==> config.mk <==
export PLATFORM = sky130hd
export DESIGN_NAME = sorted_unique_set
export DESIGN_NICKNAME = d
export VERILOG_FILES = /design/src/rtl/sus_pkg.sv /design/src/rtl/sorted_unique_set.sv /design/src/rtl/sus_ram.sv /design/src/rtl/sus_datapath.sv /design/src/rtl/sus_ctrl.sv
export VERILOG_INCLUDE_DIRS = /design/src /design/src/rtl
export SDC_FILE = /design/constraint.sdc
export NUM_CORES = 1
export LEC_CHECK = 0
export BUFFER_PORTS_ARGS = -buffer_cell sky130_fd_sc_hd__buf_4
export CORE_MARGIN = 2
export CORE_UTILIZATION = 26
export DETAILED_ROUTE_END_ITERATION = 7
export PLACE_DENSITY = 0.4
export SYNTH_ARGS = -nofsm -noshare
export SYNTH_HDL_FRONTEND = slang
export SYNTH_SLANG_ARGS = --single-unit
==> constraint.sdc <==
create_clock -name clk -period 5.14 [get_ports clk]
set_input_delay 0.771 -clock clk [delete_from_list [all_inputs] [get_ports clk]]
set_output_delay 0.771 -clock clk [all_outputs]
set_load 0.01 [all_outputs]
==> src/rtl/sorted_unique_set_macros.svh <==
// Assertion helpers shared by the sorted set RTL.
// Every check samples on clk and is held off while arst_n is low.
`ifndef SORTED_UNIQUE_SET_MACROS_SVH
`define SORTED_UNIQUE_SET_MACROS_SVH

// Same-cycle implication.
`define SUS_ASSERT_IMP(label, ante, cons, msg) \
	label: assert property (@(posedge clk) disable iff (!arst_n) (ante) |-> (cons)) \
		else $error(msg);

// Next-cycle implication.
`define SUS_ASSERT_NXT(label, ante, cons, msg) \
	label: assert property (@(posedge clk) disable iff (!arst_n) (ante) |=> (cons)) \
		else $error(msg);

`endif

==> src/rtl/sus_pkg.sv <==
`timescale 1ns / 1ps

package sus_pkg;

	localparam int unsigned CAPACITY_DEF    = 16;
	localparam int unsigned VALUE_WIDTH_DEF = 32;

	typedef enum logic [1:0] {
		ACT_INSERT = 2'd0,
		ACT_REMOVE = 2'd1,
		ACT_POP    = 2'd2,
		ACT_CLEAR  = 2'd3
	} action_t;

	typedef enum logic [2:0] {
		ST_OK       = 3'd0,
		ST_DUP      = 3'd1,
		ST_NOTFOUND = 3'd2,
		ST_EMPTY    = 3'd3,
		ST_FULL     = 3'd4
	} status_t;

	typedef struct packed {
		logic [1:0]         action;
		logic signed [31:0] item_value;
	} req_item_t;

	typedef struct packed {
		logic signed [31:0] out_value;
		logic [2:0]         status;
		logic [4:0]         entry_count;
	} rsp_item_t;

	// RAM read address source
	typedef enum logic [1:0] {
		RD_IDX,
		RD_IDX_DN,
		RD_IDX_UP
	} rd_sel_t;

	// RAM write data source
	typedef enum logic {
		WR_RD_DATA,
		WR_VAL
	} wr_sel_t;

	typedef enum logic [1:0] {
		IDX_HOLD,
		IDX_INC,
		IDX_DEC,
		IDX_CNT
	} idx_op_t;

	typedef enum logic [1:0] {
		CNT_HOLD,
		CNT_INC,
		CNT_DEC,
		CNT_CLR
	} cnt_op_t;

	typedef struct packed {
		logic    load;
		logic    rd_en;
		rd_sel_t rd_sel;
		logic    wr_en;
		wr_sel_t wr_sel;
		idx_op_t idx_op;
		logic    pos_take;
		logic    res_take;
		logic    stat_set;
		status_t stat_code;
		cnt_op_t cnt_op;
	} dp_cmd_t;

	typedef struct packed {
		action_t act;
		logic    cnt_zero;
		logic    full;
		logic    idx_at_end;
		logic    less;
		logic    equal;
		logic    idx_gt_pos;
		logic    idx_up_lt_cnt;
	} dp_stat_t;

endpackage

==> src/rtl/sorted_unique_set.sv <==
// Sorted set of up to CAPACITY unique signed values, one result item per request item.
// Clear, or remove or pop on an empty set: S_DECIDE, S_FINISH, then the output register.
// An insert or remove may walk the whole set: it searches, then shifts entries.
// Search and shifting share one RAM read port: a read, then a compare or write, per entry.
// Throughput: one item in flight; the next is taken once the result is in the output register.
// Reset (arst_n low, async): count cleared to zero, no item held; RAM contents are not cleared.
`timescale 1ns / 1ps

module sorted_unique_set
	import sus_pkg::*;
#(
	parameter int unsigned CAPACITY    = CAPACITY_DEF,
	parameter int unsigned VALUE_WIDTH = VALUE_WIDTH_DEF
) (
	input  logic      clk,
	input  logic      arst_n,
	input  logic      req_valid,
	output logic      req_ready,
	input  req_item_t req_item,
	output logic      rsp_valid,
	input  logic      rsp_ready,
	output rsp_item_t rsp_item
);

	`include "sorted_unique_set_macros.svh"

	dp_cmd_t   cmd;
	dp_stat_t  stat;
	rsp_item_t result;
	logic      idle;
	logic      done;
	logic      req_fire;
	logic      out_free;
	logic      rsp_valid_q;
	rsp_item_t rsp_item_q;

	// the controller only takes an item when idle; the output register
	// lets it take the next one while the last result still waits
	assign req_ready = idle;
	assign req_fire  = req_valid && idle;
	assign out_free  = !rsp_valid_q || rsp_ready;

	sus_ctrl u_ctrl (
		.clk      (clk),
		.arst_n   (arst_n),
		.req_fire (req_fire),
		.out_free (out_free),
		.stat     (stat),
		.cmd      (cmd),
		.idle     (idle),
		.done     (done)
	);

	sus_datapath #(
		.CAPACITY    (CAPACITY),
		.VALUE_WIDTH (VALUE_WIDTH)
	) u_datapath (
		.clk      (clk),
		.arst_n   (arst_n),
		.req_item (req_item),
		.cmd      (cmd),
		.stat     (stat),
		.result   (result)
	);

	// output register: loaded on done, which only fires when the slot is free
	always_ff @(posedge clk or negedge arst_n) begin
		if (!arst_n) begin
			rsp_valid_q <= 1'b0;
		end else if (done) begin
			rsp_valid_q <= 1'b1;
		end else if (rsp_ready) begin
			rsp_valid_q <= 1'b0;
		end
	end

	always_ff @(posedge clk) begin
		if (done) begin
			rsp_item_q <= result;
		end
	end

	assign rsp_valid = rsp_valid_q;
	assign rsp_item  = rsp_item_q;

	`SUS_ASSERT_NXT(a_busy_after_take, req_fire, !req_ready, "item taken while busy")
	`SUS_ASSERT_IMP(a_no_overwrite, done, !rsp_valid_q || rsp_ready, "result overwritten")

endmodule

==> src/rtl/sus_ram.sv <==
`timescale 1ns / 1ps

module sus_ram #(
	parameter int unsigned WIDTH = 32,
	parameter int unsigned DEPTH = 16,
	localparam int unsigned ADDR_W = (DEPTH > 1) ? $clog2(DEPTH) : 1
) (
	input  logic              clk,
	input  logic              wr_en,
	input  logic [ADDR_W-1:0] wr_addr,
	input  logic [WIDTH-1:0]  wr_data,
	input  logic              rd_en,
	input  logic [ADDR_W-1:0] rd_addr,
	output logic [WIDTH-1:0]  rd_data
);

	logic [WIDTH-1:0] mem_q [DEPTH];

	always_ff @(posedge clk) begin
		if (wr_en) begin
			mem_q[wr_addr] <= wr_data;
		end
		if (rd_en) begin
			rd_data <= mem_q[rd_addr];
		end
	end

endmodule

==> src/rtl/sus_datapath.sv <==
`timescale 1ns / 1ps

module sus_datapath
	import sus_pkg::*;
#(
	parameter int unsigned CAPACITY    = CAPACITY_DEF,
	parameter int unsigned VALUE_WIDTH = VALUE_WIDTH_DEF
) (
	input  logic      clk,
	input  logic      arst_n,
	input  req_item_t req_item,
	input  dp_cmd_t   cmd,
	output dp_stat_t  stat,
	output rsp_item_t result
);

	`include "sorted_unique_set_macros.svh"

	localparam int unsigned CNT_W = $clog2(CAPACITY + 1);
	localparam int unsigned IDX_W = $clog2(CAPACITY);

	logic [VALUE_WIDTH-1:0] val_q;
	logic [VALUE_WIDTH-1:0] res_q;
	action_t                act_q;
	status_t                stat_q;
	logic [CNT_W-1:0]       cnt_q;
	logic [CNT_W-1:0]       idx_q;
	logic [CNT_W-1:0]       pos_q;

	logic [CNT_W-1:0]       idx_dn;
	logic [CNT_W:0]         idx_up;
	logic [CNT_W-1:0]       rd_idx;
	logic [VALUE_WIDTH-1:0] rd_data;
	logic [VALUE_WIDTH-1:0] wr_data;

	assign idx_dn  = idx_q - CNT_W'(1);
	assign idx_up  = {1'b0, idx_q} + (CNT_W + 1)'(1);

	always_comb begin
		case (cmd.rd_sel)
			RD_IDX_DN: rd_idx = idx_dn;
			RD_IDX_UP: rd_idx = idx_up[CNT_W-1:0];
			default:   rd_idx = idx_q;
		endcase
	end

	assign wr_data = (cmd.wr_sel == WR_VAL) ? val_q : rd_data;

	sus_ram #(
		.WIDTH (VALUE_WIDTH),
		.DEPTH (CAPACITY)
	) u_entries (
		.clk     (clk),
		.wr_en   (cmd.wr_en),
		.wr_addr (idx_q[IDX_W-1:0]),
		.wr_data (wr_data),
		.rd_en   (cmd.rd_en),
		.rd_addr (rd_idx[IDX_W-1:0]),
		.rd_data (rd_data)
	);

	// item value and result are stored as raw bits; order is signed
	always_ff @(posedge clk) begin
		if (cmd.load) begin
			val_q <= VALUE_WIDTH'($unsigned(req_item.item_value));
			act_q <= action_t'(req_item.action);
		end
		if (cmd.load) begin
			res_q <= '0;
		end else if (cmd.res_take) begin
			res_q <= rd_data;
		end
	end

	always_ff @(posedge clk or negedge arst_n) begin
		if (!arst_n) begin
			cnt_q  <= '0;
			idx_q  <= '0;
			pos_q  <= '0;
			stat_q <= ST_OK;
		end else begin
			if (cmd.load) begin
				stat_q <= ST_OK;
			end else if (cmd.stat_set) begin
				stat_q <= cmd.stat_code;
			end

			if (cmd.load) begin
				idx_q <= '0;
			end else begin
				case (cmd.idx_op)
					IDX_INC: idx_q <= idx_up[CNT_W-1:0];
					IDX_DEC: idx_q <= idx_dn;
					IDX_CNT: idx_q <= cnt_q;
					default: idx_q <= idx_q;
				endcase
			end

			if (cmd.pos_take) begin
				pos_q <= idx_q;
			end

			case (cmd.cnt_op)
				CNT_INC: cnt_q <= cnt_q + CNT_W'(1);
				CNT_DEC: cnt_q <= cnt_q - CNT_W'(1);
				CNT_CLR: cnt_q <= '0;
				default: cnt_q <= cnt_q;
			endcase
		end
	end

	assign stat.act           = act_q;
	assign stat.cnt_zero      = (cnt_q == '0);
	assign stat.full          = (cnt_q == CNT_W'(CAPACITY));
	assign stat.idx_at_end    = (idx_q == cnt_q);
	assign stat.less          = ($signed(rd_data) < $signed(val_q));
	assign stat.equal         = (rd_data == val_q);
	assign stat.idx_gt_pos    = (idx_q > pos_q);
	assign stat.idx_up_lt_cnt = (idx_up < {1'b0, cnt_q});

	assign result.out_value   = 32'(res_q);
	assign result.status      = stat_q;
	assign result.entry_count = 5'(cnt_q);

	`SUS_ASSERT_IMP(a_cnt_bound, 1'b1, cnt_q <= CNT_W'(CAPACITY), "count above capacity")
	`SUS_ASSERT_NXT(a_clr_empties, cmd.cnt_op == CNT_CLR, cnt_q == '0, "clear left entries")
	`SUS_ASSERT_IMP(a_wr_in_range, cmd.wr_en, idx_q < CNT_W'(CAPACITY), "write past last entry")

endmodule

==> src/rtl/sus_ctrl.sv <==
`timescale 1ns / 1ps

module sus_ctrl
	import sus_pkg::*;
(
	input  logic     clk,
	input  logic     arst_n,
	input  logic     req_fire,
	input  logic     out_free,
	input  dp_stat_t stat,
	output dp_cmd_t  cmd,
	output logic     idle,
	output logic     done
);

	typedef enum logic [3:0] {
		S_IDLE,
		S_DECIDE,
		S_SCAN,
		S_SCAN_EV,
		S_SHUP,
		S_SHUP_WR,
		S_POP_EV,
		S_SHDN,
		S_SHDN_WR,
		S_FINISH
	} state_t;

	state_t state_q;
	state_t state_d;
	logic   resolve;
	logic   found;

	always_comb begin
		cmd     = '0;
		state_d = state_q;
		idle    = 1'b0;
		done    = 1'b0;
		resolve = 1'b0;
		found   = 1'b0;

		case (state_q)
			S_IDLE: begin
				idle = 1'b1;
				if (req_fire) begin
					cmd.load = 1'b1;
					state_d  = S_DECIDE;
				end
			end
			S_DECIDE: begin
				case (stat.act)
					ACT_INSERT: state_d = S_SCAN;
					ACT_REMOVE: begin
						if (stat.cnt_zero) begin
							cmd.stat_set  = 1'b1;
							cmd.stat_code = ST_EMPTY;
							state_d       = S_FINISH;
						end else begin
							state_d = S_SCAN;
						end
					end
					ACT_POP: begin
						if (stat.cnt_zero) begin
							cmd.stat_set  = 1'b1;
							cmd.stat_code = ST_EMPTY;
							state_d       = S_FINISH;
						end else begin
							cmd.rd_en  = 1'b1;
							cmd.rd_sel = RD_IDX;
							state_d    = S_POP_EV;
						end
					end
					ACT_CLEAR: begin
						cmd.cnt_op = CNT_CLR;
						state_d    = S_FINISH;
					end
					default: state_d = S_FINISH;
				endcase
			end
			S_SCAN: begin
				if (stat.idx_at_end) begin
					cmd.pos_take = 1'b1;
					resolve      = 1'b1;
				end else begin
					cmd.rd_en  = 1'b1;
					cmd.rd_sel = RD_IDX;
					state_d    = S_SCAN_EV;
				end
			end
			S_SCAN_EV: begin
				if (stat.less) begin
					cmd.idx_op = IDX_INC;
					state_d    = S_SCAN;
				end else begin
					cmd.pos_take = 1'b1;
					resolve      = 1'b1;
					found        = stat.equal;
				end
			end
			S_SHUP: begin
				if (stat.idx_gt_pos) begin
					cmd.rd_en  = 1'b1;
					cmd.rd_sel = RD_IDX_DN;
					state_d    = S_SHUP_WR;
				end else begin
					cmd.wr_en  = 1'b1;
					cmd.wr_sel = WR_VAL;
					cmd.cnt_op = CNT_INC;
					state_d    = S_FINISH;
				end
			end
			S_SHUP_WR: begin
				cmd.wr_en  = 1'b1;
				cmd.wr_sel = WR_RD_DATA;
				cmd.idx_op = IDX_DEC;
				state_d    = S_SHUP;
			end
			S_POP_EV: begin
				cmd.res_take = 1'b1;
				state_d      = S_SHDN;
			end
			S_SHDN: begin
				if (stat.idx_up_lt_cnt) begin
					cmd.rd_en  = 1'b1;
					cmd.rd_sel = RD_IDX_UP;
					state_d    = S_SHDN_WR;
				end else begin
					cmd.cnt_op = CNT_DEC;
					state_d    = S_FINISH;
				end
			end
			S_SHDN_WR: begin
				cmd.wr_en  = 1'b1;
				cmd.wr_sel = WR_RD_DATA;
				cmd.idx_op = IDX_INC;
				state_d    = S_SHDN;
			end
			S_FINISH: begin
				if (out_free) begin
					done    = 1'b1;
					state_d = S_IDLE;
				end
			end
			default: state_d = S_IDLE;
		endcase

		// end of search: position known, decide the outcome
		if (resolve) begin
			if (stat.act == ACT_INSERT) begin
				if (found) begin
					cmd.stat_set  = 1'b1;
					cmd.stat_code = ST_DUP;
					state_d       = S_FINISH;
				end else if (stat.full) begin
					cmd.stat_set  = 1'b1;
					cmd.stat_code = ST_FULL;
					state_d       = S_FINISH;
				end else begin
					cmd.idx_op = IDX_CNT;
					state_d    = S_SHUP;
				end
			end else begin
				if (found) begin
					cmd.res_take = 1'b1;
					state_d      = S_SHDN;
				end else begin
					cmd.stat_set  = 1'b1;
					cmd.stat_code = ST_NOTFOUND;
					state_d       = S_FINISH;
				end
			end
		end
	end

	always_ff @(posedge clk or negedge arst_n) begin
		if (!arst_n) begin
			state_q <= S_IDLE;
		end else begin
			state_q <= state_d;
		end
	end

endmodule
# Word level (Yosys, flattened, before mapping)

Memory sizes are Yosys's and may differ from the RTL's. A register that Yosys moved wholly into a read port is not among the register bits.
Index checks and enable logic that the tools add are counted.

Bits in registers: 129
Bits in writable memories: 512
Output and inout bits: 42
Logic and storage cells: 126
Memories kept: 1

Memory list:

| name                       | words | bits a word | rd ports | clocked after memory_dff | wr ports | line          | source |
|---|---|---|---|---|---|---|---|
| u_datapath.u_entries.mem_q | 16    | 32          | 1        | 1                        | 1        | sus_ram.sv:17 | `logic [WIDTH-1:0] mem_q [DEPTH];` |

Add/sub/neg operators: 4
Order comparisons: 3
Eq/ne operators: 27
Multiplexer cells: 65
Reductions and logical operators: 14

Operators by type and width:

| kind                | number |
|---|---|
| $mux 4              | 19 |
| $pmux 4 s9          | 1 |
| $eq 32x32->1        | 1 |
| $lt 32x32->1        | 1 |
| $mux 32             | 1 |
| $pmux 5 s3          | 2 |
| $mux 3              | 7 |
| $mux 1              | 19 |
| $eq 4x3->1 const B  | 4 |
| $pmux 4 s4          | 1 |
| $eq 2x2->1 const B  | 7 |
| $mux 2              | 7 |
| $ne 3x2->1 const B  | 4 |
| $pmux 2 s3          | 2 |
| $pmux 3 s4          | 1 |
| $mux 5              | 2 |
| $sub 5x1->5 const B | 2 |
| $eq 2x1->1 const B  | 4 |
| $eq 4x2->1 const B  | 2 |
| $eq 4x4->1 const B  | 2 |
| $pmux 4 s2          | 1 |
| $add 5x1->6 const B | 1 |
| $lt 6x5->1          | 1 |
| $reduce_or 2->1     | 3 |
| 17 further kinds    | 18 |

# Depth between registers and ports, before layout

Gate-level depths: netlist of run 1.

Depth after elaboration: 10
Gate-level depth with buffers: 20
Depth with buffers taken out: 17

# Cells and area by module

A second synthesis of run 1 with hierarchy kept.

Cell total of the unflattened synthesis: 1,444
Area total of the unflattened synthesis: 26,992.1 µm²

Modules (own cells, without submodules):

| module            | times used | cells each | area each (µm²) | sequential area each (µm²) |
|---|---|---|---|---|
| sus_ram           | 1          | 838        | 20,155.6        | 16,335.7 |
| sus_datapath      | 1          | 461        | 4,839.6         | 2,112.0 |
| sorted_unique_set | 1          | 44         | 1,255.0         | 1,226.2 |
| sus_ctrl          | 1          | 101        | 742.0           | 100.1 |

# Worst setup path after synthesis of run 1

Ideal clock, no wire load.

Path type: register to register
Start point: register u_datapath.idx_q[0]
End point: memory u_datapath.u_entries.mem_q[3][0] (enable)
Setup time: 461 ps
Data arrival time: 4,228 ps
Slack: 451 ps
Stages on the path, launching flop included: 13
Path buffers: 1
Path through: dfrtp_1 -> inv_1 -> ha_1 -> nor2b_1 -> o21a_1 -> o21ai_0 -> a21oi_1 -> o22a_1 -> nor2b_1 -> clkbuf_1 -> or2_2 -> nand2_1 -> nor3_1

Longest elaborated chain between the ends: 5

Ends and longest elaborated chain:

| what                         | line                | source |
|---|---|---|
| from (decl)                  | sus_datapath.sv:27  | `logic [CNT_W-1:0] idx_q;` |
| from (signal assigned)       | sus_datapath.sv:92  | `IDX_INC: idx_q <= idx_up[CNT_W-1:0];` |
| from (signal assigned)       | sus_datapath.sv:93  | `IDX_DEC: idx_q <= idx_dn;` |
| from (signal assigned)       | sus_datapath.sv:94  | `IDX_CNT: idx_q <= cnt_q;` |
| $gt 5x5->1                   | sus_datapath.sv:118 | `assign stat.idx_gt_pos = (idx_q > pos_q);` |
| $mux 2                       | sus_ctrl.sv:101     | `if (stat.idx_gt_pos) begin` |
| $pmux 2 s2                   | sus_ctrl.sv:42      | `case (state_q)` |
| $mux 1                       | sus_ram.sv:20       | `if (wr_en) begin` |
| $mux 1 (not written as such) | sus_ram.sv:21       | `mem_q[wr_addr] <= wr_data;` |
| to (decl)                    | sus_ram.sv:17       |  |

Several ways; a longest one is shown, not always the timed one.

# Final worst setup path of run 1

Start point: register u_datapath.idx_q[0]
End point: register u_datapath.u_entries.rd_data[19] (read register of u_datapath.u_entries.mem_q) (data pin)

Longest elaborated chain between the ends: 6
Elaborated cells between the ends (all ways): 12
Classes of those cells: 2 x add/sub; 2 x order compare; 3 x eq/ne; 5 x mux

Ends and longest elaborated chain:

| what                                            | line                | source |
|---|---|---|
| $add 5x1->6                                     | sus_datapath.sv:37  | `assign idx_up = {1'b0, idx_q} + (CNT_W + 1)'(1);` |
| $lt 6x5->1                                      | sus_datapath.sv:119 | `assign stat.idx_up_lt_cnt = (idx_up < {1'b0, cnt_q});` |
| $mux 3                                          | sus_ctrl.sv:123     | `if (stat.idx_up_lt_cnt) begin` |
| $pmux 3 s4                                      | sus_ctrl.sv:42      |  |
| $eq 2x2->1 / $eq 2x1->1 (equally long branches) | sus_datapath.sv:40  | `case (cmd.rd_sel)` |
| $pmux 4 s2                                      | sus_datapath.sv:40  |  |
| to (decl)                                       | sus_ram.sv:14       | `output logic [WIDTH-1:0] rd_data` |

Several ways; a longest one is shown, not always the timed one.
A chain may end at the register's enable or synchronous reset.

==> flow_results.xml, run 1 <==
<?xml version="1.0" encoding="UTF-8"?>
<metrics>
  <group name="status">
    <metric name="outcome" unit="">finished, final reports clean</metric>
  </group>
  <group name="synthesis">
    <metric name="netlist-cell-type-count" unit="">60</metric>
    <metric name="ys_seq_area_share" unit="%">73.07</metric>
    <metric name="syn-cell-area" unit="um2">27060</metric>
    <metric name="synth_largest_type_area_fraction" unit="%">68.57</metric>
    <metric name="syn-num-nets" unit="">1593</metric>
    <metric name="flop_and_latch_count_out_of_synthesis" unit="">673</metric>
    <metric name="async_flop_share" unit="%">3.418</metric>
    <metric name="synth_area_leader_cell" unit="">sky130_fd_sc_hd__edfxtp_1</metric>
    <metric name="synthesis_warnings" unit="">0</metric>
    <metric name="synthesis.area_per_instance" unit="um2">18.08</metric>
    <metric name="synth-edff-count" unit="">618</metric>
    <metric name="post_synthesis_cells" unit="">1497</metric>
    <metric name="synth-main-ff-cell" unit="">sky130_fd_sc_hd__edfxtp_1</metric>
    <metric name="synthTopCellsByArea" unit="">sky130_fd_sc_hd__edfxtp_1 (69%), sky130_fd_sc_hd__mux4_2 (11%), sky130_fd_sc_hd__ha_1 (2.6%)</metric>
  </group>
  <group name="worst_setup_path">
    <metric name="worstPathCellList" unit="">inv_1 &gt; ha_1 &gt; ha_1 &gt; nor2b_1 &gt; o21a_1 &gt; o21a_1 &gt; o21ai_0 &gt; nand3_1 &gt; ha_1 &gt; nor3_1 &gt; a21oi_4 &gt; buf_12 &gt; buf_12 &gt; mux4_2 &gt; nor2b_1 &gt; a211oi_1 &gt; a21oi_1</metric>
    <metric name="cp-end-kind" unit="">flip-flop</metric>
    <metric name="critical_path_required" unit="ns">5.50</metric>
    <metric name="critPathLaunchType" unit="">flip-flop</metric>
    <metric name="worst-r2r-setup-slack" unit="ns">0.48</metric>
    <metric name="timing.critical_path.slowest_stage_cell" unit="">sky130_fd_sc_hd__ha_1</metric>
    <metric name="rr_worst_depth" unit="">17</metric>
    <metric name="reg2reg_from" unit="">u_datapath.idx_q[0]$_DFFE_PN0P_</metric>
    <metric name="max_stage_delay" unit="ns">0.57</metric>
    <metric name="timing.critical_path.fanout_max" unit="">24</metric>
    <metric name="cp.arrival" unit="ns">5.02</metric>
    <metric name="path_class" unit="">reg2reg</metric>
    <metric name="crit-reg2reg-capture" unit="">u_datapath.u_entries.rd_data[19]$_DFFE_PP_</metric>
    <metric name="path_common_cell" unit="">sky130_fd_sc_hd__ha_1</metric>
  </group>
  <group name="sta">
    <metric name="timing.final.max_slew_violations" unit="">0</metric>
    <metric name="timing.final.hold_violations" unit="">0</metric>
    <metric name="finClkSkew" unit="ns">0.02669</metric>
    <metric name="fin_tns_setup" unit="ns">0</metric>
    <metric name="final_period_minus_worst_setup_slack" unit="ns">4.662</metric>
    <metric name="rsz0062_at_grt" unit="">no</metric>
    <metric name="hold_ws" unit="ns">0.05868</metric>
    <metric name="slew_headroom" unit="%">27.70</metric>
    <metric name="finalSetupViolCount" unit="">0</metric>
    <metric name="finalCritPeriodShare" unit="%">90.70</metric>
    <metric name="layout_setup_ws" unit="ns">0.4782</metric>
    <metric name="worst_pin_slew" unit="ns">1.073</metric>
    <metric name="clock.fmax" unit="MHz">214.5</metric>
  </group>
  <group name="route">
    <metric name="drt-total-wl" unit="um">72380</metric>
    <metric name="route.vias.total" unit="">13833</metric>
    <metric name="drc" unit="">0</metric>
    <metric name="detail-route-antenna-nets" unit="">0</metric>
    <metric name="vias_per_cell" unit="">4.487</metric>
    <metric name="drt-initial-drc-count" unit="">1076</metric>
    <metric name="wl_per_cell" unit="um">23.48</metric>
    <metric name="drt_pre_antenna_iters" unit="">5</metric>
  </group>
  <group name="clocking">
    <metric name="worst_skew_late_latency" unit="ns">0.63</metric>
    <metric name="tritoncts" unit="">built</metric>
    <metric name="cts_root_buf" unit="">sky130_fd_sc_hd__clkbuf_16</metric>
    <metric name="clockBufferDepth" unit="">3</metric>
    <metric name="cts.htree.levels" unit="">3</metric>
    <metric name="tritoncts.num_buffers" unit="">77</metric>
    <metric name="clock_sinks" unit="">673</metric>
    <metric name="cts-hold-fix-buffers" unit="">0</metric>
    <metric name="number_of_setup_buffers_added_after_cts" unit="">0</metric>
    <metric name="path_clk_slew" unit="ns">0.05</metric>
    <metric name="cts.repair.resized" unit="">0</metric>
  </group>
  <group name="flow_run">
    <metric name="maxCapViolCount" unit="">0</metric>
  </group>
  <group name="placement">
    <metric name="post-dp-hpwl" unit="um">39920</metric>
    <metric name="gp_congestion" unit="">0.7761</metric>
    <metric name="buffer_ports.inserted" unit="">79</metric>
    <metric name="dp_worst_setup_slack" unit="ns">0.4584</metric>
  </group>
  <group name="die">
    <metric name="io_pins" unit="">80</metric>
    <metric name="starting_utilization_of_the_core_area" unit="%">26.19</metric>
    <metric name="placement_rows" unit="">118</metric>
    <metric name="die_height" unit="um">326.6</metric>
    <metric name="die_area" unit="um2">106700</metric>
    <metric name="core_area" unit="um2">103300</metric>
    <metric name="dieWidth" unit="um">326.6</metric>
  </group>
  <group name="global_route">
    <metric name="grt-busiest-layer" unit="">met2</metric>
    <metric name="vias_in_the_first_global_route" unit="">14550</metric>
    <metric name="met1_usage" unit="%">18.40</metric>
    <metric name="gr-total-overflow" unit="">0</metric>
    <metric name="grt_usage" unit="%">13.60</metric>
    <metric name="globalRouteMet3Util" unit="%">2.344</metric>
    <metric name="use_met2" unit="%">22.63</metric>
    <metric name="grt_max_degree" unit="">67</metric>
    <metric name="first_pass_grt_wire_length" unit="um">104500</metric>
    <metric name="antenna_found_initial" unit="">2</metric>
  </group>
  <group name="cells_and_area">
    <metric name="syn2layout_area_growth" unit="%">19.67</metric>
    <metric name="layout_commonest_cell" unit="">sky130_fd_sc_hd__edfxtp_1</metric>
    <metric name="layout-drive-gt1-share" unit="%">25.85</metric>
    <metric name="layout_common_cells" unit="">sky130_fd_sc_hd__edfxtp_1 (618), sky130_fd_sc_hd__mux4_2 (128), sky130_fd_sc_hd__buf_4 (116)</metric>
    <metric name="final_net_count" unit="">1736</metric>
  </group>
  <group name="power">
    <metric name="max-vdd-ir-drop" unit="V">0.0004265</metric>
    <metric name="static-leakage-power" unit="nW">10.78</metric>
    <metric name="power.density" unit="nW/um2">601.6</metric>
  </group>
  <group name="hold_path">
    <metric name="hold_class" unit="">in2async</metric>
  </group>
</metrics>
-- cells by family (layout without fill, tap and decap cells) --
group,after synthesis,after routing,synth area share (%)
AO/OA/AOI/OAI,186,186,4.295
XOR/XNOR,13,13,0.4207
adder cells (fa/ha/maj),58,58,2.709
buffers and inverters,124,329,1.771
flip-flops,673,673,73.07
multiplexers,197,197,13.35
other,0,1,0
AND/OR/NAND/NOR,246,246,4.387
-- worst max-delay path: cells and delay by family (launching register included) --
| kind | cells | cell delay, ns |
|---|---|---|
| compound gates | 6 | 1.01 |
| buf+inv | 3 | 0.67 |
| flops | 1 | 0.38 |
| mux | 1 | 0.52 |
| simple gates | 4 | 0.59 |
| fa+ha+maj | 3 | 1.19 |
-- routing by layer --
layer / part of all wire [%] / wire (um)
met1: 46 / 33180
met2: 49 / 35150
met3: 3.4 / 2467
met4: 2.2 / 1588
met5: 0 / 0
-- sequential cells by signal (all words and copies together) (netlist names) --
name and count:
u_datapath.u_entries.mem_q 512, u_datapath.act_q 2, u_datapath.val_q 32, rsp_valid 1, u_datapath.u_entries.rd_data 32, u_ctrl.state_q 4
u_datapath.res_q 32, u_datapath.idx_q 5, u_datapath.cnt_q 5, u_datapath.pos_q 5, u_datapath.stat_q 3, rsp_item 40
-- how the worst max path moves through the flow --
stage          cells after the start                                          to                            start  slack [ns]
2_1_floorplan                     12  u_datapath.u_entries.mem_q[3][0]$_DFFE_PP_  u_datapath.idx_q[0]$_DFFE_PN0P_        0.45
3_3_place_gp                      17  u_datapath.u_entries.rd_data[10]$_DFFE_PP_  u_datapath.idx_q[0]$_DFFE_PN0P_        0.45
3_5_place_dp                      17  u_datapath.u_entries.rd_data[19]$_DFFE_PP_  u_datapath.idx_q[0]$_DFFE_PN0P_        0.46
4_1_cts                           17  u_datapath.u_entries.rd_data[19]$_DFFE_PP_  u_datapath.idx_q[0]$_DFFE_PN0P_        0.43
5_1_grt                           17   u_datapath.u_entries.rd_data[7]$_DFFE_PP_  u_datapath.idx_q[0]$_DFFE_PN0P_        0.14
6_report                          17  u_datapath.u_entries.rd_data[19]$_DFFE_PP_  u_datapath.idx_q[0]$_DFFE_PN0P_        0.48
-- cells in the mapped netlist (3+ instances only) --
| library cell | number |
|---|---|
| sky130_fd_sc_hd__nor3_1 | 16 |
| sky130_fd_sc_hd__nand3_1 | 12 |
| sky130_fd_sc_hd__mux2_2 | 32 |
| sky130_fd_sc_hd__edfxtp_1 | 618 |
| sky130_fd_sc_hd__nor2_1 | 37 |
| sky130_fd_sc_hd__dfrtp_1 | 23 |
| sky130_fd_sc_hd__nand4_1 | 8 |
| sky130_fd_sc_hd__a21o_1 | 8 |
| sky130_fd_sc_hd__a21oi_1 | 93 |
| sky130_fd_sc_hd__nand2b_1 | 6 |
| sky130_fd_sc_hd__buf_2 | 11 |
| sky130_fd_sc_hd__nor4_1 | 6 |
| sky130_fd_sc_hd__xnor2_1 | 10 |
| sky130_fd_sc_hd__clkbuf_1 | 48 |
| sky130_fd_sc_hd__o21a_1 | 6 |
| sky130_fd_sc_hd__a211oi_1 | 33 |
| sky130_fd_sc_hd__dfxtp_1 | 32 |
| sky130_fd_sc_hd__o31ai_1 | 3 |
| sky130_fd_sc_hd__xor2_1 | 3 |
| sky130_fd_sc_hd__mux2i_1 | 37 |
| sky130_fd_sc_hd__inv_1 | 55 |
| sky130_fd_sc_hd__a22oi_1 | 4 |
| sky130_fd_sc_hd__mux4_2 | 128 |
| sky130_fd_sc_hd__and3_1 | 4 |
| sky130_fd_sc_hd__o21ai_0 | 19 |
| sky130_fd_sc_hd__nand2_1 | 100 |
| sky130_fd_sc_hd__ha_1 | 57 |
| sky130_fd_sc_hd__nor2b_1 | 41 |
| sky130_fd_sc_hd__buf_1 | 9 |
| sky130_fd_sc_hd__nand3b_1 | 3 |
-- where the power goes --
group | total [W] | leakage (nW) | internal [W] | switching [W]
registers | 0.00795 | 6.13 | 0.00750 | 0.000446
clock network | 0.00542 | 1.23 | 0.00321 | 0.00221
logic | 0.00611 | 3.41 | 0.00251 | 0.00361
-- per-stage QoR --
step / total power (W) / std cells / utilization (%) / area, um2
2_1_floorplan: 0.01200 / 1497 / - / 27060
3_3_place_gp: 0.01425 / 2941 / 28.93 / 29890
3_5_place_dp: 0.01432 / 2941 / 28.93 / 29890
4_1_cts: 0.01982 / 3082 / 31.33 / 32380
5_1_grt: 0.02058 / 3082 / 31.33 / 32380
6_report: 0.01948 / 3083 / 31.34 / 32390
-- cell type report --
class / count / area, um2
Clock buffer: 104 / 2131
Antenna cell: 1 / 2.502
Multi-Input combinational cell: 700 / 6992
Fill cell: 10134 / 70960
Sequential cell: 673 / 19770
Inverter: 56 / 211.5
Tap cell: 1380 / 1727
Clock inverter: 37 / 357.8
Timing Repair Buffer: 132 / 1191
(Power assumes the default switching activity.)
==> inputs of run 2 (changes only) <==
==> constraint.sdc (replaced) <==
create_clock -name clk -period 5 [get_ports clk]
set_input_delay 0.75 -clock clk [delete_from_list [all_inputs] [get_ports clk]]
set_output_delay 0.75 -clock clk [all_outputs]
set_load 0.01 [all_outputs]
==> run 2 against run 1 <==
  * Worst setup slack worse by 0.11 ns
  * Non-clock buffer count up 9
  * Worst hold slack improved by 0.23 ns
  * Critical endpoint is now u_datapath.u_entries.rd_data[13]$_DFFE_PP_
==> flow_results.xml, run 2 (same netlist as run 1, synthesis figures left out) <==
<?xml version="1.0" encoding="UTF-8"?>
<metrics>
  <group name="status">
    <metric name="outcome" unit="">finished, final reports clean</metric>
  </group>
  <group name="worst_setup_path">
    <metric name="worst-r2r-setup-slack" unit="ns">0.37</metric>
    <metric name="critPathLaunchType" unit="">flip-flop</metric>
    <metric name="timing.critical_path.fanout_max" unit="">19</metric>
    <metric name="reg2reg_from" unit="">u_datapath.idx_q[0]$_DFFE_PN0P_</metric>
    <metric name="critical_path_required" unit="ns">5.36</metric>
    <metric name="critPathLaunch" unit="">u_datapath.idx_q[0]$_DFFE_PN0P_</metric>
    <metric name="cp.arrival" unit="ns">4.99</metric>
    <metric name="path_class" unit="">reg2reg</metric>
    <metric name="endpoint" unit="">u_datapath.u_entries.rd_data[13]$_DFFE_PP_</metric>
    <metric name="cp-end-kind" unit="">flip-flop</metric>
    <metric name="rr_worst_depth" unit="">17</metric>
    <metric name="crit-reg2reg-capture" unit="">u_datapath.u_entries.rd_data[13]$_DFFE_PP_</metric>
  </group>
  <group name="route">
    <metric name="drt-total-wl" unit="um">72310</metric>
    <metric name="vias_per_cell" unit="">4.516</metric>
    <metric name="drt_pre_antenna_iters" unit="">5</metric>
    <metric name="drc" unit="">0</metric>
    <metric name="drt-initial-drc-count" unit="">1132</metric>
    <metric name="wl_per_cell" unit="um">23.33</metric>
    <metric name="route.vias.total" unit="">14000</metric>
    <metric name="detail-route-antenna-nets" unit="">0</metric>
  </group>
  <group name="sta">
    <metric name="worst_pin_slew" unit="ns">0.9345</metric>
    <metric name="rsz0062_at_grt" unit="">no</metric>
    <metric name="finalSetupViolCount" unit="">0</metric>
    <metric name="finClkSkew" unit="ns">0.03001</metric>
    <metric name="final_period_minus_worst_setup_slack" unit="ns">4.633</metric>
    <metric name="fin_tns_setup" unit="ns">0</metric>
    <metric name="timing.final.hold_violations" unit="">0</metric>
    <metric name="slew_headroom" unit="%">37.55</metric>
    <metric name="clock.fmax" unit="MHz">215.8</metric>
    <metric name="finalCritPeriodShare" unit="%">92.66</metric>
    <metric name="timing.final.max_slew_violations" unit="">0</metric>
  </group>
  <group name="clocking">
    <metric name="worst_skew_late_latency" unit="ns">0.64</metric>
    <metric name="clockBufferDepth" unit="">3</metric>
    <metric name="cts_root_buf" unit="">sky130_fd_sc_hd__clkbuf_16</metric>
    <metric name="cts-hold-fix-buffers" unit="">1</metric>
    <metric name="path_clk_slew" unit="ns">0.06</metric>
    <metric name="clock_sinks" unit="">673</metric>
    <metric name="tritoncts.num_buffers" unit="">80</metric>
    <metric name="number_of_setup_buffers_added_after_cts" unit="">0</metric>
    <metric name="cts.htree.levels" unit="">3</metric>
    <metric name="cts.repair.resized" unit="">0</metric>
    <metric name="tritoncts" unit="">built</metric>
  </group>
  <group name="global_route">
    <metric name="antenna_found_initial" unit="">1</metric>
    <metric name="vias_in_the_first_global_route" unit="">14864</metric>
    <metric name="first_pass_grt_wire_length" unit="um">106200</metric>
    <metric name="gr-total-overflow" unit="">0</metric>
    <metric name="grt_usage" unit="%">13.68</metric>
    <metric name="grt_max_degree" unit="">56</metric>
  </group>
  <group name="hold_path">
    <metric name="hold_class" unit="">in2reg</metric>
    <metric name="min_delay_path_depth" unit="">1</metric>
  </group>
  <group name="placement">
    <metric name="post-dp-hpwl" unit="um">42470</metric>
    <metric name="placed_cells" unit="">2949</metric>
    <metric name="buffer_ports.inserted" unit="">79</metric>
    <metric name="gp_congestion" unit="">0.7512</metric>
  </group>
  <group name="cells_and_area">
    <metric name="final_cells" unit="">3100</metric>
    <metric name="layout_commonest_cell" unit="">sky130_fd_sc_hd__edfxtp_1</metric>
    <metric name="layout-drive-gt1-share" unit="%">26.37</metric>
    <metric name="fillCellCount" unit="">10104</metric>
    <metric name="final_net_count" unit="">1748</metric>
    <metric name="syn2layout_area_growth" unit="%">20.56</metric>
    <metric name="flip_flop_count_of_the_largest_register_all_copies_and_words_added" unit="">512</metric>
    <metric name="layout_common_cells" unit="">sky130_fd_sc_hd__edfxtp_1 (618), sky130_fd_sc_hd__mux4_2 (128), sky130_fd_sc_hd__buf_4 (122)</metric>
    <metric name="max_flop_register" unit="">u_datapath.u_entries.mem_q</metric>
  </group>
  <group name="die">
    <metric name="placement_rows" unit="">118</metric>
    <metric name="die_height" unit="um">326.6</metric>
    <metric name="dieWidth" unit="um">326.6</metric>
    <metric name="die_area" unit="um2">106700</metric>
    <metric name="io_pins" unit="">80</metric>
    <metric name="starting_utilization_of_the_core_area" unit="%">26.19</metric>
    <metric name="core_area" unit="um2">103300</metric>
  </group>
  <group name="power">
    <metric name="static-leakage-power" unit="nW">10.88</metric>
    <metric name="max-vdd-ir-drop" unit="V">0.0003282</metric>
    <metric name="power.density" unit="nW/um2">623.8</metric>
  </group>
  <group name="flow_run">
    <metric name="maxCapViolCount" unit="">0</metric>
  </group>
</metrics>
==> run 2: cell types whose count changed in the layout (fill, tap and decap cells not counted), moves of 2 or more <==
cell	before	now
sky130_fd_sc_hd__buf_4	116	122
sky130_fd_sc_hd__clkbuf_1	19	24
sky130_fd_sc_hd__inv_6	0	6
sky130_fd_sc_hd__clkinv_1	12	9
sky130_fd_sc_hd__clkinvlp_4	0	2
sky130_fd_sc_hd__clkinv_2	17	10
sky130_fd_sc_hd__bufinv_16	6	9
sky130_fd_sc_hd__buf_12	16	18
==> run 2: report_power, final <==
part           leakage [nW]  switching, W  total (W)  internal [W]
logic                  3.46       0.00374    0.00633       0.00259
clock network          1.28       0.00234    0.00585       0.00352
registers              6.13      0.000459    0.00817       0.00771
total                  10.9       0.00653     0.0204        0.0138
==> run 2: worst min path at each step <==
stage                     slack (ns)                              to                              start
after floorplan                 0.41          rsp_item[10]$_DFFE_PP_   u_datapath.res_q[2]$_SDFFE_PP0P_
after global placement          0.42          rsp_item[12]$_DFFE_PP_   u_datapath.res_q[4]$_SDFFE_PP0P_
after detailed placement        0.42          rsp_item[20]$_DFFE_PP_  u_datapath.res_q[12]$_SDFFE_PP0P_
after CTS                       0.24  u_datapath.val_q[31]$_DFFE_PP_                       req_item[31]
after global routing            0.25   u_datapath.val_q[1]$_DFFE_PP_                        req_item[1]
final                           0.29  u_datapath.val_q[31]$_DFFE_PP_                       req_item[31]
==> run 2: per-stage QoR <==
stage	hold slack, ns	util [%]	total power (W)	area [um2]	setup WS, ns
2_1_floorplan	0.4081	-	0.01233	27060	0.3113
3_3_place_gp	0.4150	29.01	0.01475	29980	0.3548
3_5_place_dp	0.4187	29.01	0.01478	29980	0.3364
4_1_cts	0.2415	31.57	0.02074	32620	0.3260
5_1_grt	0.2533	31.57	0.02155	32620	0.02885
6_report	0.2886	31.57	0.02035	32630	0.3668
==> run 2: cell type report <==
class / instances / area [um2] / area share (%)
antenna: 2 / 5.005 / 0.01534
clock buffer: 109 / 2161 / 6.622
clock inverter: 39 / 473.0 / 1.449
inverter: 56 / 211.5 / 0.6481
multi-input combinational: 700 / 6992 / 21.43
sequential: 673 / 19770 / 60.60
tap: 1380 / 1727 / 5.292
timing repair buffer: 141 / 1286 / 3.942
==> run 2: per-layer routing <==
metal,track usage (%),vias to the layer above,part of all wire [%]
met5,0,-,0
met4,3.490,0,1.9
met3,2.368,96,4.1
met2,21.53,274,46
met1,19.59,7369,48
li1,-,6261,-
==> run 2: worst max-delay path, stage by stage (launching register included) <==
cell and delay [ns]:
sky130_fd_sc_hd__dfrtp_1 0.45, sky130_fd_sc_hd__inv_1 0.09, sky130_fd_sc_hd__ha_1 0.37, sky130_fd_sc_hd__ha_1 0.29
sky130_fd_sc_hd__nor2b_1 0.13, sky130_fd_sc_hd__o21a_1 0.17, sky130_fd_sc_hd__o21a_1 0.16, sky130_fd_sc_hd__o21ai_0 0.21
sky130_fd_sc_hd__nand3_1 0.18, sky130_fd_sc_hd__ha_1 0.42, sky130_fd_sc_hd__buf_4 0.20, sky130_fd_sc_hd__a21oi_4 0.22
sky130_fd_sc_hd__buf_12 0.27, sky130_fd_sc_hd__buf_12 0.24, sky130_fd_sc_hd__mux4_2 0.51, sky130_fd_sc_hd__nor2b_1 0.14
sky130_fd_sc_hd__a211oi_1 0.24, sky130_fd_sc_hd__a21oi_1 0.06
==> inputs of run 3 (changes only) <==
--- a/config.mk
+++ b/config.mk
@@ -10,7 +10,6 @@
 export CORE_MARGIN = 2
 export CORE_UTILIZATION = 26
 export DETAILED_ROUTE_END_ITERATION = 7
-export PLACE_DENSITY = 0.4
 export SYNTH_ARGS = -nofsm -noshare
 export SYNTH_HDL_FRONTEND = slang
 export SYNTH_SLANG_ARGS = --single-unit
==> run 3 against run 2 <==
  * Sequential power hardly changed
  * Clock skew up 0.011 ns
  * First-iteration DRC count grew 15%
  * Combinational power shrank 4.1%
  * Sequential share of layout area is 1.1 points higher
  * Worst setup slack gained 0.019 ns
  * Worst hold slack worse by 0.27 ns
  * Final cell count is 1.1% lower
  * Total power decreased by 5.0%
  * Wire length is 11% lower
  * Critical path depth is 1 lower
  * Largest power group unchanged
  * Highest routed layer unchanged
==> flow_results.xml, run 3 (same netlist as run 1, synthesis figures left out) <==
<?xml version="1.0" encoding="UTF-8"?>
<metrics>
  <group name="status">
    <metric name="outcome" unit="">finished, final reports clean</metric>
  </group>
  <group name="cells_and_area">
    <metric name="layout-drive-gt1-share" unit="%">25.04</metric>
    <metric name="register_area" unit="um2">19770</metric>
    <metric name="final_net_count" unit="">1726</metric>
    <metric name="flip_flop_count_of_the_largest_register_all_copies_and_words_added" unit="">512</metric>
    <metric name="layout_commonest_cell" unit="">sky130_fd_sc_hd__edfxtp_1</metric>
    <metric name="post-route-util" unit="%">30.99</metric>
    <metric name="syn2layout_area_growth" unit="%">18.34</metric>
    <metric name="area_used_by_multi_input_combinational_logic" unit="um2">6992</metric>
    <metric name="max_flop_register" unit="">u_datapath.u_entries.mem_q</metric>
    <metric name="layout_common_cells" unit="">sky130_fd_sc_hd__edfxtp_1 (618), sky130_fd_sc_hd__mux4_2 (128), sky130_fd_sc_hd__buf_4 (119)</metric>
    <metric name="fillCellCount" unit="">10055</metric>
    <metric name="final_cells" unit="">3065</metric>
    <metric name="antennaDiodeCount" unit="">0</metric>
  </group>
  <group name="clocking">
    <metric name="tritoncts.num_buffers" unit="">69</metric>
    <metric name="path_clk_slew" unit="ns">0.07</metric>
    <metric name="cts.htree.levels" unit="">3</metric>
    <metric name="worst_skew_late_latency" unit="ns">0.62</metric>
    <metric name="tritoncts" unit="">built</metric>
    <metric name="cts-hold-fix-buffers" unit="">0</metric>
    <metric name="clockBufferDepth" unit="">3</metric>
    <metric name="clock_sinks" unit="">673</metric>
    <metric name="cts_root_buf" unit="">sky130_fd_sc_hd__clkbuf_16</metric>
    <metric name="cts.repair.resized" unit="">0</metric>
    <metric name="number_of_setup_buffers_added_after_cts" unit="">0</metric>
  </group>
  <group name="placement">
    <metric name="buffer_ports.inserted" unit="">79</metric>
    <metric name="gp_congestion" unit="">0.8153</metric>
    <metric name="post-dp-hpwl" unit="um">37710</metric>
    <metric name="placed_cells" unit="">2939</metric>
  </group>
  <group name="worst_setup_path">
    <metric name="cp.arrival" unit="ns">4.96</metric>
    <metric name="cp-end-kind" unit="">flip-flop</metric>
    <metric name="critical_path_required" unit="ns">5.35</metric>
    <metric name="critPathLaunchType" unit="">flip-flop</metric>
    <metric name="timing.critical_path.fanout_max" unit="">17</metric>
    <metric name="path_class" unit="">reg2reg</metric>
  </group>
  <group name="route">
    <metric name="drt-total-wl" unit="um">64400</metric>
    <metric name="detail-route-antenna-nets" unit="">0</metric>
    <metric name="wl_per_cell" unit="um">21.01</metric>
    <metric name="drc" unit="">0</metric>
    <metric name="vias_per_cell" unit="">4.585</metric>
    <metric name="drt-initial-drc-count" unit="">1298</metric>
    <metric name="drt_pre_antenna_iters" unit="">5</metric>
    <metric name="route.vias.total" unit="">14053</metric>
  </group>
  <group name="flow_run">
    <metric name="maxCapViolCount" unit="">0</metric>
  </group>
  <group name="sta">
    <metric name="timing.final.max_slew_violations" unit="">0</metric>
    <metric name="clock.fmax" unit="MHz">216.7</metric>
    <metric name="timing.final.hold_violations" unit="">0</metric>
    <metric name="fin_tns_setup" unit="ns">0</metric>
    <metric name="hold_ws" unit="ns">0.01965</metric>
    <metric name="rsz0062_at_grt" unit="">no</metric>
    <metric name="worst_pin_slew" unit="ns">0.9436</metric>
    <metric name="finalSetupViolCount" unit="">0</metric>
    <metric name="slew_headroom" unit="%">36.43</metric>
    <metric name="finClkSkew" unit="ns">0.04129</metric>
    <metric name="finalCritPeriodShare" unit="%">92.29</metric>
    <metric name="final_period_minus_worst_setup_slack" unit="ns">4.615</metric>
  </group>
  <group name="die">
    <metric name="die_area" unit="um2">106700</metric>
    <metric name="dieWidth" unit="um">326.6</metric>
    <metric name="die_height" unit="um">326.6</metric>
    <metric name="core_area" unit="um2">103300</metric>
    <metric name="io_pins" unit="">80</metric>
    <metric name="placement_rows" unit="">118</metric>
    <metric name="starting_utilization_of_the_core_area" unit="%">26.19</metric>
  </group>
  <group name="global_route">
    <metric name="grt_usage" unit="%">12.01</metric>
    <metric name="antenna_found_initial" unit="">0</metric>
    <metric name="gr-total-overflow" unit="">0</metric>
    <metric name="vias_in_the_first_global_route" unit="">14452</metric>
    <metric name="grt_max_degree" unit="">61</metric>
    <metric name="first_pass_grt_wire_length" unit="um">95360</metric>
  </group>
  <group name="hold_path">
    <metric name="hold_class" unit="">in2async</metric>
  </group>
  <group name="power">
    <metric name="static-leakage-power" unit="nW">10.59</metric>
    <metric name="max-vdd-ir-drop" unit="V">0.0003721</metric>
    <metric name="power.density" unit="nW/um2">603.7</metric>
  </group>
</metrics>
## run 3: layout make-up
| type | instances | share of cell area [%] |
|---|---|---|
| clock buffers | 93 | 5.837 |
| clock inverters | 33 | 1.059 |
| inverters | 56 | 0.6603 |
| multi-input cells | 700 | 21.83 |
| flip-flops and latches | 673 | 61.74 |
| well taps | 1380 | 5.391 |
| repair buffers | 130 | 3.477 |
## run 3: final timing paths
kind                                                    from                                    endpoint  slack [ns]  depth (start not counted)
min in group clk                                 req_item[0]               u_datapath.val_q[0]$_DFFE_PP_        0.31                          1
max in group asynchronous                             arst_n                       rsp_valid$_DFFE_PN0P_        4.73                          1
min reg2reg                u_datapath.res_q[22]$_SDFFE_PP0P_                      rsp_item[30]$_DFFE_PP_        0.43                          0
max reg2reg                  u_datapath.idx_q[1]$_DFFE_PN0P_  u_datapath.u_entries.rd_data[23]$_DFFE_PP_        0.39                         16
max                          u_datapath.idx_q[1]$_DFFE_PN0P_  u_datapath.u_entries.rd_data[23]$_DFFE_PP_        0.39                         16
min                                                   arst_n             u_datapath.cnt_q[1]$_DFFE_PN0P_        0.02                          1
## run 3: stage by stage
step / worst slack (ns) / instance area, um2 / total power, W
finish: 0.3854 / 32030 / 0.01933
global route: 0.08008 / 32030 / 0.02034
CTS: 0.3763 / 32030 / 0.01949
detailed placement: 0.4403 / 29820 / 0.01437
global placement: 0.4528 / 29820 / 0.01419
floorplan: 0.3113 / 27060 / 0.01233
## run 3: critical path: stages (launching register included)
cell                       delay (ns)
sky130_fd_sc_hd__dfrtp_1         0.38
sky130_fd_sc_hd__inv_1           0.12
sky130_fd_sc_hd__ha_1            0.30
sky130_fd_sc_hd__ha_1            0.29
sky130_fd_sc_hd__nor2b_1         0.13
sky130_fd_sc_hd__o21a_1          0.17
sky130_fd_sc_hd__o21a_1          0.16
sky130_fd_sc_hd__o21ai_0         0.20
sky130_fd_sc_hd__nand3_1         0.19
sky130_fd_sc_hd__ha_1            0.47
sky130_fd_sc_hd__nor3_1          0.12
sky130_fd_sc_hd__a21oi_4         0.36
sky130_fd_sc_hd__buf_4           0.41
sky130_fd_sc_hd__mux4_2          0.53
sky130_fd_sc_hd__nor2b_1         0.14
sky130_fd_sc_hd__a211oi_1        0.26
sky130_fd_sc_hd__a21oi_1         0.08
## run 3: power by group
part	switching [W]	leakage (nW)	total, W	internal [W]
Sequential	0.000452	6.13	0.00816	0.00771
Combinational	0.00358	3.37	0.00607	0.00249
Clock	0.00215	1.08	0.00510	0.00295
Total	0.00618	10.6	0.0193	0.0132
## run 3: layer usage
layer | routed length (um) | part of all wire [%] | global-route usage (%)
met1 | 29170 | 45 | 16.97
met2 | 29070 | 45 | 18.28
met3 | 4751 | 7.4 | 3.103
met4 | 1409 | 2.2 | 3.321
met5 | 0 | 0 | 0
